File: config.mk
export PLATFORM = sky130hd
export DESIGN_NAME = level_list_tree_linker
export DESIGN_NICKNAME = d
export VERILOG_FILES = /design/src/llt_pkg.sv /design/src/llt_ram.sv /design/src/llt_cfg.sv /design/src/llt_admit.sv /design/src/level_list_tree_linker.sv
export SDC_FILE = /design/constraint.sdc
export NUM_CORES = 2
export LEC_CHECK = 0
export ABC_AREA = 1
export BUFFER_PORTS_ARGS = -buffer_cell sky130_fd_sc_hd__buf_4
export CORE_ASPECT_RATIO = 0.9
export CORE_MARGIN = 10
export CORE_UTILIZATION = 45
export DETAILED_ROUTE_END_ITERATION = 12
export PLACE_DENSITY_LB_ADDON = 0.3
export SYNTH_ARGS = -nofsm -noshare
export SYNTH_HDL_FRONTEND = slang
export SYNTH_SLANG_ARGS = --single-unit
File: constraint.sdc
create_clock -name clk -period 9.5 [get_ports clk]
set_input_delay 0.95 -clock clk [delete_from_list [all_inputs] [get_ports clk]]
set_output_delay 0.95 -clock clk [all_outputs]
set_load 0.01 [all_outputs]
File: src/llt_pkg.sv
// ----------------------------------------------------------------------------
// llt_pkg
// Shared types and constants of the level list tree linker: item structs,
// status and kind codes, register indexes and the stack entry layout.
// ----------------------------------------------------------------------------
package llt_pkg;

	// Default sizes
	localparam int STACK_LEVELS_DEF = 32;
	localparam int NODE_CAP_DEF     = 65536;

	// Work accounting
	localparam int          RECORD_BYTES = 32;
	localparam logic [31:0] NODE_COST    = 32'(RECORD_BYTES + 1);

	// Sibling code for a first child
	localparam logic [16:0] NONE_SIB = 17'h10000;

	// Request codes
	localparam logic REQ_NODE = 1'b0;
	localparam logic REQ_END  = 1'b1;

	// Configuration port
	localparam int CFG_INDEX_W = 2;
	localparam int CFG_DATA_W  = 32;

	typedef enum logic [CFG_INDEX_W-1:0] {
		REG_DEPTH_LIMIT = 2'd0,
		REG_WORK_BUDGET = 2'd1
	} reg_index_t;

	localparam logic [4:0]  DEPTH_LIMIT_RST = 5'd31;
	localparam logic [31:0] WORK_BUDGET_RST = 32'hFFFF_FFFF;

	typedef enum logic [2:0] {
		ST_OK        = 3'd0,
		ST_MALFORMED = 3'd1,
		ST_DEPTH     = 3'd2,
		ST_WORK      = 3'd3,
		ST_EMPTY     = 3'd4
	} status_t;

	typedef enum logic [1:0] {
		KIND_LINK  = 2'd0,
		KIND_CLOSE = 2'd1,
		KIND_ERROR = 2'd2
	} kind_t;

	typedef struct packed {
		logic       req_type;
		logic [7:0] level;
	} in_item_t;

	typedef struct packed {
		logic [1:0]  kind;
		logic [15:0] node_index;
		logic [15:0] parent_index;
		logic [16:0] prev_sibling;
		logic [16:0] span_end;
		logic [15:0] child_total;
		logic [4:0]  deepest_level;
		logic [2:0]  status;
		logic        last;
	} out_item_t;

	// One stack level: ancestor ordinal, last child so far, child count
	typedef struct packed {
		logic [15:0] anc;
		logic [16:0] last_kid;
		logic [15:0] child_cnt;
	} stk_entry_t;

	// Admission decision for an accepted item
	typedef struct packed {
		logic        fail;
		status_t     code;
		logic [15:0] fail_node;
		logic        is_end;
	} adm_t;

endpackage

File: src/llt_ram.sv
// ----------------------------------------------------------------------------
// llt_ram
// Generic single write port, single read port RAM with registered read data.
// ----------------------------------------------------------------------------
module llt_ram #(
	parameter int WIDTH = 8,
	parameter int DEPTH = 32
) (
	input  logic                     clk,
	input  logic                     wr_en,
	input  logic [$clog2(DEPTH)-1:0] wr_addr,
	input  logic [WIDTH-1:0]         wr_data,
	input  logic                     rd_en,
	input  logic [$clog2(DEPTH)-1:0] rd_addr,
	output logic [WIDTH-1:0]         rd_data
);

	logic [WIDTH-1:0] mem_q [DEPTH];

	// Write, and register the read word
	always_ff @(posedge clk) begin
		if (wr_en) begin
			mem_q[wr_addr] <= wr_data;
		end
		if (rd_en) begin
			rd_data <= mem_q[rd_addr];
		end
	end

endmodule

File: src/llt_cfg.sv
// ----------------------------------------------------------------------------
// llt_cfg
// Configuration registers: depth limit and work budget, written through
// their own valid/ready channel.
// ----------------------------------------------------------------------------
module llt_cfg (
	input  logic                           clk,
	input  logic                           arst_n,
	input  logic                           cfg_valid,
	output logic                           cfg_ready,
	input  logic [llt_pkg::CFG_INDEX_W-1:0] cfg_index,
	input  logic [llt_pkg::CFG_DATA_W-1:0]  cfg_data,
	output logic [4:0]                     depth_limit,
	output logic [31:0]                    work_budget
);
	import llt_pkg::*;

	logic [4:0]  depth_limit_q;
	logic [31:0] work_budget_q;

	assign cfg_ready   = 1'b1;
	assign depth_limit = depth_limit_q;
	assign work_budget = work_budget_q;

	// Decode the index and update the addressed register
	always_ff @(posedge clk or negedge arst_n) begin
		if (!arst_n) begin
			depth_limit_q <= DEPTH_LIMIT_RST;
			work_budget_q <= WORK_BUDGET_RST;
		end else if (cfg_valid) begin
			case (reg_index_t'(cfg_index))
				REG_DEPTH_LIMIT: depth_limit_q <= cfg_data[4:0];
				REG_WORK_BUDGET: work_budget_q <= cfg_data[31:0];
				default: ;
			endcase
		end
	end

endmodule

File: src/llt_admit.sv
// ----------------------------------------------------------------------------
// llt_admit
// Checks an incoming item against the tree state: sticky error, empty tree,
// node overflow, work budget, malformed level and depth limit, in that order.
// ----------------------------------------------------------------------------
module llt_admit #(
	parameter int STACK_LEVELS = llt_pkg::STACK_LEVELS_DEF,
	parameter int NODE_CAP     = llt_pkg::NODE_CAP_DEF
) (
	input  llt_pkg::in_item_t                      item,
	input  llt_pkg::status_t                       err_status,
	input  logic [15:0]                            err_node,
	input  logic [$clog2(NODE_CAP+1)-1:0]          node_cnt,
	input  logic [$clog2(STACK_LEVELS+1)-1:0]      open_cnt,
	input  logic [31:0]                            spent,
	input  logic [31:0]                            budget,
	input  logic [4:0]                             depth_limit,
	output llt_pkg::adm_t                          adm
);
	import llt_pkg::*;

	localparam int NCW  = $clog2(NODE_CAP + 1);
	localparam int OCW  = $clog2(STACK_LEVELS + 1);
	localparam int CMPW = OCW + 8;

	logic [NCW+15:0] ord_wide;
	logic [CMPW-1:0] lvl_c;
	logic [CMPW-1:0] open_c;
	logic [31:0]     left;
	logic            first;
	logic            malformed;
	logic            too_deep;

	assign ord_wide  = {16'd0, node_cnt};
	assign lvl_c     = CMPW'(item.level);
	assign open_c    = CMPW'(open_cnt);
	assign left      = (spent > budget) ? 32'd0 : budget - spent;
	assign first     = (node_cnt == '0);
	assign malformed = first ? (item.level != 8'd0)
	                         : ((item.level == 8'd0) || (lvl_c > open_c));
	assign too_deep  = (item.level > {3'd0, depth_limit}) ||
	                   (lvl_c >= CMPW'(STACK_LEVELS));

	// Pick the first failing check
	always_comb begin
		adm           = '0;
		adm.code      = ST_OK;
		adm.is_end    = (item.req_type == REQ_END);
		adm.fail_node = ord_wide[15:0];
		if (err_status != ST_OK) begin
			adm.fail      = 1'b1;
			adm.code      = err_status;
			adm.fail_node = err_node;
		end else if (item.req_type == REQ_END) begin
			if (first) begin
				adm.fail      = 1'b1;
				adm.code      = ST_EMPTY;
				adm.fail_node = 16'd0;
			end
		end else if (node_cnt == NCW'(NODE_CAP)) begin
			adm.fail = 1'b1;
			adm.code = ST_MALFORMED;
		end else if (left < NODE_COST) begin
			adm.fail = 1'b1;
			adm.code = ST_WORK;
		end else if (malformed) begin
			adm.fail = 1'b1;
			adm.code = ST_MALFORMED;
		end else if (too_deep) begin
			adm.fail = 1'b1;
			adm.code = ST_DEPTH;
		end
	end

endmodule

File: src/level_list_tree_linker.sv
// ----------------------------------------------------------------------------
// level_list_tree_linker
// Rebuilds parent and sibling links from a preorder stream of node levels
// with an ancestor stack held in one RAM; the top of stack lives in flops.
// ----------------------------------------------------------------------------
// Flow: an accepted item enters the busy state, which registers a result for
//   each subtree close, then a node's link, or a single error, and holds while
//   the output stalls; busy blocks new items. A close reads stack RAM at most once.
// Reset: control state, counters and sticky error clear at once; config
//   registers take their defaults. The stack RAM has no clearing pass.
// ----------------------------------------------------------------------------
module level_list_tree_linker #(
	parameter int STACK_LEVELS = llt_pkg::STACK_LEVELS_DEF,
	parameter int NODE_CAP     = llt_pkg::NODE_CAP_DEF
) (
	input  logic                            clk,
	input  logic                            arst_n,
	input  logic                            in_valid,
	output logic                            in_ready,
	input  llt_pkg::in_item_t               in_item,
	output logic                            out_valid,
	input  logic                            out_ready,
	output llt_pkg::out_item_t              out_item,
	input  logic                            cfg_valid,
	output logic                            cfg_ready,
	input  logic [llt_pkg::CFG_INDEX_W-1:0] cfg_index,
	input  logic [llt_pkg::CFG_DATA_W-1:0]  cfg_data
);
	import llt_pkg::*;

	localparam int NCW = $clog2(NODE_CAP + 1);
	localparam int OCW = $clog2(STACK_LEVELS + 1);
	localparam int IW  = $clog2(STACK_LEVELS);
	localparam int EW  = $bits(stk_entry_t);

	typedef enum logic {
		S_IDLE,
		S_BUSY
	} state_t;

	state_t            state_q;
	logic [OCW-1:0]    open_q;
	logic [NCW-1:0]    node_cnt_q;
	logic [31:0]       spent_q;
	logic [4:0]        max_q;
	status_t           error_status_q;
	logic [15:0]       err_node_q;
	logic              err_pend_q;
	logic              is_end_q;
	logic [7:0]        level_q;
	logic [OCW-1:0]    keep_q;
	stk_entry_t        top_q;
	logic              rd_pend_q;
	logic              out_valid_q;
	out_item_t         out_q;

	logic [4:0]        depth_limit;
	logic [31:0]       work_budget;
	adm_t              adm;

	logic              in_fire;
	logic              out_free;
	logic              act;
	logic              pop_case;
	logic              pop_fail;
	logic              do_close;
	logic              do_link;
	logic              finish_end;
	stk_entry_t        cur_top;
	stk_entry_t        rd_entry;
	logic [EW-1:0]     rd_word;
	logic              rd_en;
	logic [OCW-1:0]    rd_open;
	logic [IW-1:0]     rd_addr;
	logic              wr_en;
	logic [7:0]        wr_lvl;
	logic [IW-1:0]     wr_addr;
	stk_entry_t        wr_entry;
	logic [NCW+16:0]   ord_wide;
	logic [16:0]       ord17;
	logic [4:0]        new_max;
	logic              emit;
	out_item_t         emit_item;

	llt_cfg u_cfg (
		.clk         (clk),
		.arst_n      (arst_n),
		.cfg_valid   (cfg_valid),
		.cfg_ready   (cfg_ready),
		.cfg_index   (cfg_index),
		.cfg_data    (cfg_data),
		.depth_limit (depth_limit),
		.work_budget (work_budget)
	);

	llt_admit #(
		.STACK_LEVELS (STACK_LEVELS),
		.NODE_CAP     (NODE_CAP)
	) u_admit (
		.item        (in_item),
		.err_status  (error_status_q),
		.err_node    (err_node_q),
		.node_cnt    (node_cnt_q),
		.open_cnt    (open_q),
		.spent       (spent_q),
		.budget      (work_budget),
		.depth_limit (depth_limit),
		.adm         (adm)
	);

	// Entries below the top are written when a child is pushed over them and
	// read only on a later pop, so read and write never hit one entry at once.
	llt_ram #(
		.WIDTH (EW),
		.DEPTH (STACK_LEVELS)
	) u_stack (
		.clk     (clk),
		.wr_en   (wr_en),
		.wr_addr (wr_addr),
		.wr_data (wr_entry),
		.rd_en   (rd_en),
		.rd_addr (rd_addr),
		.rd_data (rd_word)
	);

	assign rd_entry  = stk_entry_t'(rd_word);
	assign cur_top   = rd_pend_q ? rd_entry : top_q;

	assign in_ready  = (state_q == S_IDLE);
	assign in_fire   = in_valid && in_ready;
	assign out_valid = out_valid_q;
	assign out_item  = out_q;
	assign out_free  = !out_valid_q || out_ready;

	assign ord_wide  = {17'd0, node_cnt_q};
	assign ord17     = ord_wide[16:0];
	assign new_max   = (level_q[4:0] > max_q) ? level_q[4:0] : max_q;

	// Decide this cycle's step
	assign act        = (state_q == S_BUSY) && out_free;
	assign pop_case   = act && !err_pend_q && (open_q > keep_q);
	assign pop_fail   = pop_case && (spent_q >= work_budget);
	assign do_close   = pop_case && !pop_fail;
	assign do_link    = act && !err_pend_q && !(open_q > keep_q);
	assign finish_end = do_close && is_end_q && (open_q == OCW'(1));

	// Fetch the next top while popping
	assign rd_open = open_q - OCW'(2);
	assign rd_addr = rd_open[IW-1:0];
	assign rd_en   = do_close && (open_q > OCW'(1));

	// Write the updated parent back when a child is pushed over it
	assign wr_lvl             = level_q - 8'd1;
	assign wr_addr            = wr_lvl[IW-1:0];
	assign wr_en              = do_link && (level_q != 8'd0);
	assign wr_entry.anc       = cur_top.anc;
	assign wr_entry.last_kid  = ord17;
	assign wr_entry.child_cnt = cur_top.child_cnt + 16'd1;

	// Build the result of this step
	always_comb begin
		emit                    = act;
		emit_item               = '0;
		emit_item.deepest_level = max_q;
		if (err_pend_q) begin
			emit_item.kind       = KIND_ERROR;
			emit_item.node_index = err_node_q;
			emit_item.status     = error_status_q;
			emit_item.last       = 1'b1;
		end else if (pop_fail) begin
			emit_item.kind       = KIND_ERROR;
			emit_item.node_index = cur_top.anc;
			emit_item.status     = ST_WORK;
			emit_item.last       = 1'b1;
		end else if (pop_case) begin
			emit_item.kind        = KIND_CLOSE;
			emit_item.node_index  = cur_top.anc;
			emit_item.span_end    = ord17;
			emit_item.child_total = cur_top.child_cnt;
			emit_item.status      = ST_OK;
			emit_item.last        = finish_end;
		end else begin
			emit_item.kind          = KIND_LINK;
			emit_item.node_index    = ord17[15:0];
			emit_item.parent_index  = (level_q == 8'd0) ? 16'd0 : cur_top.anc;
			emit_item.prev_sibling  = (level_q == 8'd0) ? NONE_SIB : cur_top.last_kid;
			emit_item.deepest_level = new_max;
			emit_item.status        = ST_OK;
			emit_item.last          = 1'b1;
		end
	end

	// Sequencer, tree state and output register
	always_ff @(posedge clk or negedge arst_n) begin
		if (!arst_n) begin
			state_q        <= S_IDLE;
			open_q         <= '0;
			node_cnt_q     <= '0;
			spent_q        <= '0;
			max_q          <= '0;
			error_status_q <= ST_OK;
			err_node_q     <= '0;
			err_pend_q     <= 1'b0;
			is_end_q       <= 1'b0;
			level_q        <= '0;
			keep_q         <= '0;
			top_q          <= '0;
			rd_pend_q      <= 1'b0;
			out_valid_q    <= 1'b0;
			out_q          <= '0;
		end else begin
			// Load a new result, or drain the output register
			if (emit) begin
				out_valid_q <= 1'b1;
				out_q       <= emit_item;
			end else if (out_valid_q && out_ready) begin
				out_valid_q <= 1'b0;
			end

			case (state_q)
				S_IDLE: begin
					if (in_fire) begin
						state_q    <= S_BUSY;
						is_end_q   <= adm.is_end;
						level_q    <= in_item.level;
						keep_q     <= adm.is_end ? '0 : OCW'(in_item.level);
						err_pend_q <= adm.fail;
						if (adm.fail) begin
							error_status_q <= adm.code;
							err_node_q     <= adm.fail_node;
						end else if (!adm.is_end) begin
							spent_q <= spent_q + NODE_COST;
						end
					end
				end
				S_BUSY: begin
					if (act) begin
						if (err_pend_q) begin
							err_pend_q <= 1'b0;
							state_q    <= S_IDLE;
						end else if (pop_fail) begin
							error_status_q <= ST_WORK;
							err_node_q     <= cur_top.anc;
							state_q        <= S_IDLE;
						end else if (finish_end) begin
							// Tree done: start over for the next one
							open_q     <= '0;
							node_cnt_q <= '0;
							spent_q    <= '0;
							max_q      <= '0;
							rd_pend_q  <= 1'b0;
							state_q    <= S_IDLE;
						end else if (do_close) begin
							open_q    <= open_q - OCW'(1);
							spent_q   <= spent_q + 32'd1;
							rd_pend_q <= rd_en;
						end else begin
							top_q.anc       <= ord17[15:0];
							top_q.last_kid  <= NONE_SIB;
							top_q.child_cnt <= 16'd0;
							rd_pend_q       <= 1'b0;
							open_q          <= OCW'(level_q) + OCW'(1);
							max_q           <= new_max;
							node_cnt_q      <= node_cnt_q + NCW'(1);
							state_q         <= S_IDLE;
						end
					end
				end
				default: state_q <= S_IDLE;
			endcase
		end
	end

endmodule

==> flow_summary.ini <==
[place]
dp_hpwl_um = 133200
place_area_mm2 = 0.08147
port_buffers = 142
gp_congestion = 0.8864
dp.cells = 8569

[yosys]
ys_async_sr_fraction_pct = 13.16
synth_enable_flop_cells = 1617
yosys.area_share.simple_pct = 10.93
syn_area_mm2 = 0.07775
ys_types = 59
syn_area_per_cell_um2 = 12.01
synth_top_family_by_area = compound AO/OA/AOI/OAI gates
synth-compound-area-share_pct = 12.84
synth_xor_area_share_pct = 0.7998
syn_inst = 6472
synthTopCellsByCount = edfxtp_1, nor2_1, o21ai_0
synth_fa_ha_area_share_pct = 1.120
synth_warnings = 0
synth_area_leaders = edfxtp_1, dfrtp_1, o21ai_0, nor2_1, o221ai_1
synth_area_leader_cell = edfxtp_1
synth_top_area_share_pct = 62.45
synth_nets = 6589
synth-seq-cells = 1862
synth-seq-area-share_pct = 70.40
synth.most_common_cell = edfxtp_1
synth.area.mux_share_pct = 0.4168
dominantRegCellSynth = edfxtp_1

[setup_path]
crit_slowest_cell = nor2_4
r2r_end = u_stack.mem_q[31][14]$_DFFE_PP_
crit_buf_inv = 5
r2r-start = state_q$_DFF_PN0_
cp_slowest_stage_delay_ns = 1.03
worstPathCellList = inv_2 -> nor2_4 -> clkinv_2 -> nor2_2 -> nand3_2 -> nand2_1 -> nor2_1 -> inv_1 -> buf_4 -> nor2_2 -> nand2_1 -> nor2_4 -> buf_4
regToRegSetupSlack_ns = 2.06
start_kind = flip-flop
crit_type = flip-flop to flip-flop
arrival_ns = 7.88
cp_num_cells = 13
r2r_cells = 13
end_kind = flip-flop
critPathLaunch = state_q$_DFF_PN0_
required_ns = 9.94
cp_max_fo = 44
critical_path.top_delay_family = simple AND/OR/NAND/NOR gates

[detailed_routing]
drtPass1Iterations = 6
ant_nets = 0
drt_iter0_drc = 6775
num_vias = 53639
wl_um = 229900
viasPerCell = 6.029
wl_per_cell_um = 25.84
drc_errors = 0

[grt]
grt_first_pass_wirelength_um = 341200
first_global_vias = 51314
grt_use_total_pct = 23.43
grt-ovfl-total = 0
antenna_found_initial = 3
grt_max_degree = 206

[sta]
tns_ns = 0
holdWs_ns = 0.2075
setup_viol = 0
worst_pin_slew_ns = 1.306
grt_setup_unrepaired = false
period_share_pct = 78.34
max_freq_mhz = 134.4
slew_violations = 0
hold_viol_final = 0
min_period_ns = 7.443
relSlewSlack_pct = 12.91
finClkSkew_ns = 0.05828

[die]
start_util_pct = 45.33
io_pins = 144
die-area_mm2 = 0.1898
die_x_um = 458.2
die_h_um = 414.3
coreArea_mm2 = 0.1715
rows = 144

[pwr]
power_density_mw_per_mm2 = 348.3
ir_worst_vdd_uv = 269.0
switching_share_pct = 41.86
power_frac_comb_pct = 39.5
pwr-share-seq_pct = 36.9
clkPwrFrac_pct = 23.6
p_leak_nw = 30.35
p_int_mw = 17.68
p_switching_mw = 12.73
total_power_mw = 30.42

[clock_network]
hold_buffers = 0
path_clk_slew_ns = 0.06
root_buffer = clkbuf_16
cts-buffers-inserted = 177
htreeDepth = 4
cts_resized = 0
post_cts_buffers = 0
worstSkewPairLatency_ns = 0.83
cts_sinks = 1862
tritoncts = done
clock_path_buffers = 3

[finish]
regArea_mm2 = 0.05474
drive_gt1_share_pct = 10.31
finalNetCount = 6602
multi_input_area_mm2 = 0.02075
diodes = 0
instances_no_fill = 8897
finalInstanceArea_mm2 = 0.08734
fillCellCount = 14652
area_growth_pct = 12.33

[flow_run]
drv_cap = 0

[run_status]
status = finished, final reports clean

[min_path]
hold_path_class = input pin to asynchronous set/reset pin
## how the worst max path moves through the flow
stage | end
after floorplan | u_stack.mem_q[0][0]$_DFFE_PP_
after CTS | u_stack.mem_q[31][14]$_DFFE_PP_
final | u_stack.mem_q[31][14]$_DFFE_PP_
after global placement | u_stack.mem_q[31][13]$_DFFE_PP_
after global routing | u_stack.mem_q[31][14]$_DFFE_PP_
after detailed placement | u_stack.mem_q[31][13]$_DFFE_PP_
## power by group through the flow
stage	combinational, mW	clock [mW]	sequential [mW]
2_1_floorplan	6.93	0	11.2
3_3_place_gp	11.8	0	11.4
3_5_place_dp	11.9	0	11.4
4_1_cts	11.9	7.24	11.2
5_1_grt	12.9	7.59	11.3
6_report	12.0	7.17	11.2
## sequential cells by signal, indices dropped and copies added (netlist names), 3 cells and up
signal,count
u_cfg.depth_limit,5
open_q,6
u_stack.rd_data,49
keep_q,6
err_node_q,16
top_q,17
node_cnt_q,17
u_cfg.work_budget,32
level_q,8
spent_q,32
out_item,93
u_stack.mem_q,1568
max_q,5
error_status_q,3
## cell usage in the layout, fill, tap and decap left out, drive strengths merged, types with 3 or more instances in the layout
cell type,Yosys,final
mux2,27,27
or2,20,20
o21bai,5,5
o21ai,993,993
o211ai,10,10
dfstp,37,37
nand4,43,43
nor4,15,15
ha,68,68
a32o,19,19
xnor2,10,10
o22ai,159,159
o221ai,276,276
nor3,51,51
a211oi,3,3
xor2,61,61
clkbuf,372,231
dfrtp,208,208
nand3,209,209
nand3b,11,11
a31oi,58,58
nand2,642,642
clkinv,6,75
a21oi,63,63
inv,288,296
buf,38,244
clkinvlp,0,4
nor2,1085,1085
o31ai,14,14
bufinv,0,16
edfxtp,1617,1617
a32oi,45,45
o32ai,6,6
## through the flow
stage	utilization (%)	worst slack, ns
global placement	47.50	2.436
floorplan	-	3.922
CTS	50.92	2.239
finish	50.92	2.057
detailed placement	47.50	2.276
global route	50.92	1.842
## layout make-up
| cell class | instances | share of cell area (%) |
|---|---|---|
| Clock buffer | 231 | 5.514 |
| Clock inverter | 97 | 1.209 |
| Inverter | 294 | 1.301 |
| Multi-Input combinational cell | 3906 | 23.76 |
| Sequential cell | 1862 | 62.68 |
| Tap cell | 2263 | 3.242 |
| Timing Repair Buffer | 244 | 2.292 |
## kinds of logic after synthesis
group / count (synthesis)
fa+ha+maj: 69
mux: 29
buf+inv: 704
compound gates: 1655
flops: 1862
xor+xnor: 71
other cells: 1
simple gates: 2081
## layer usage
metal,wire [um],track usage (%)
met4,8823,8.720
met3,18280,3.390
met1,95820,32.93
met5,30,0
met2,106900,37.00
No activity file was read; power rests on OpenSTA's default activity.
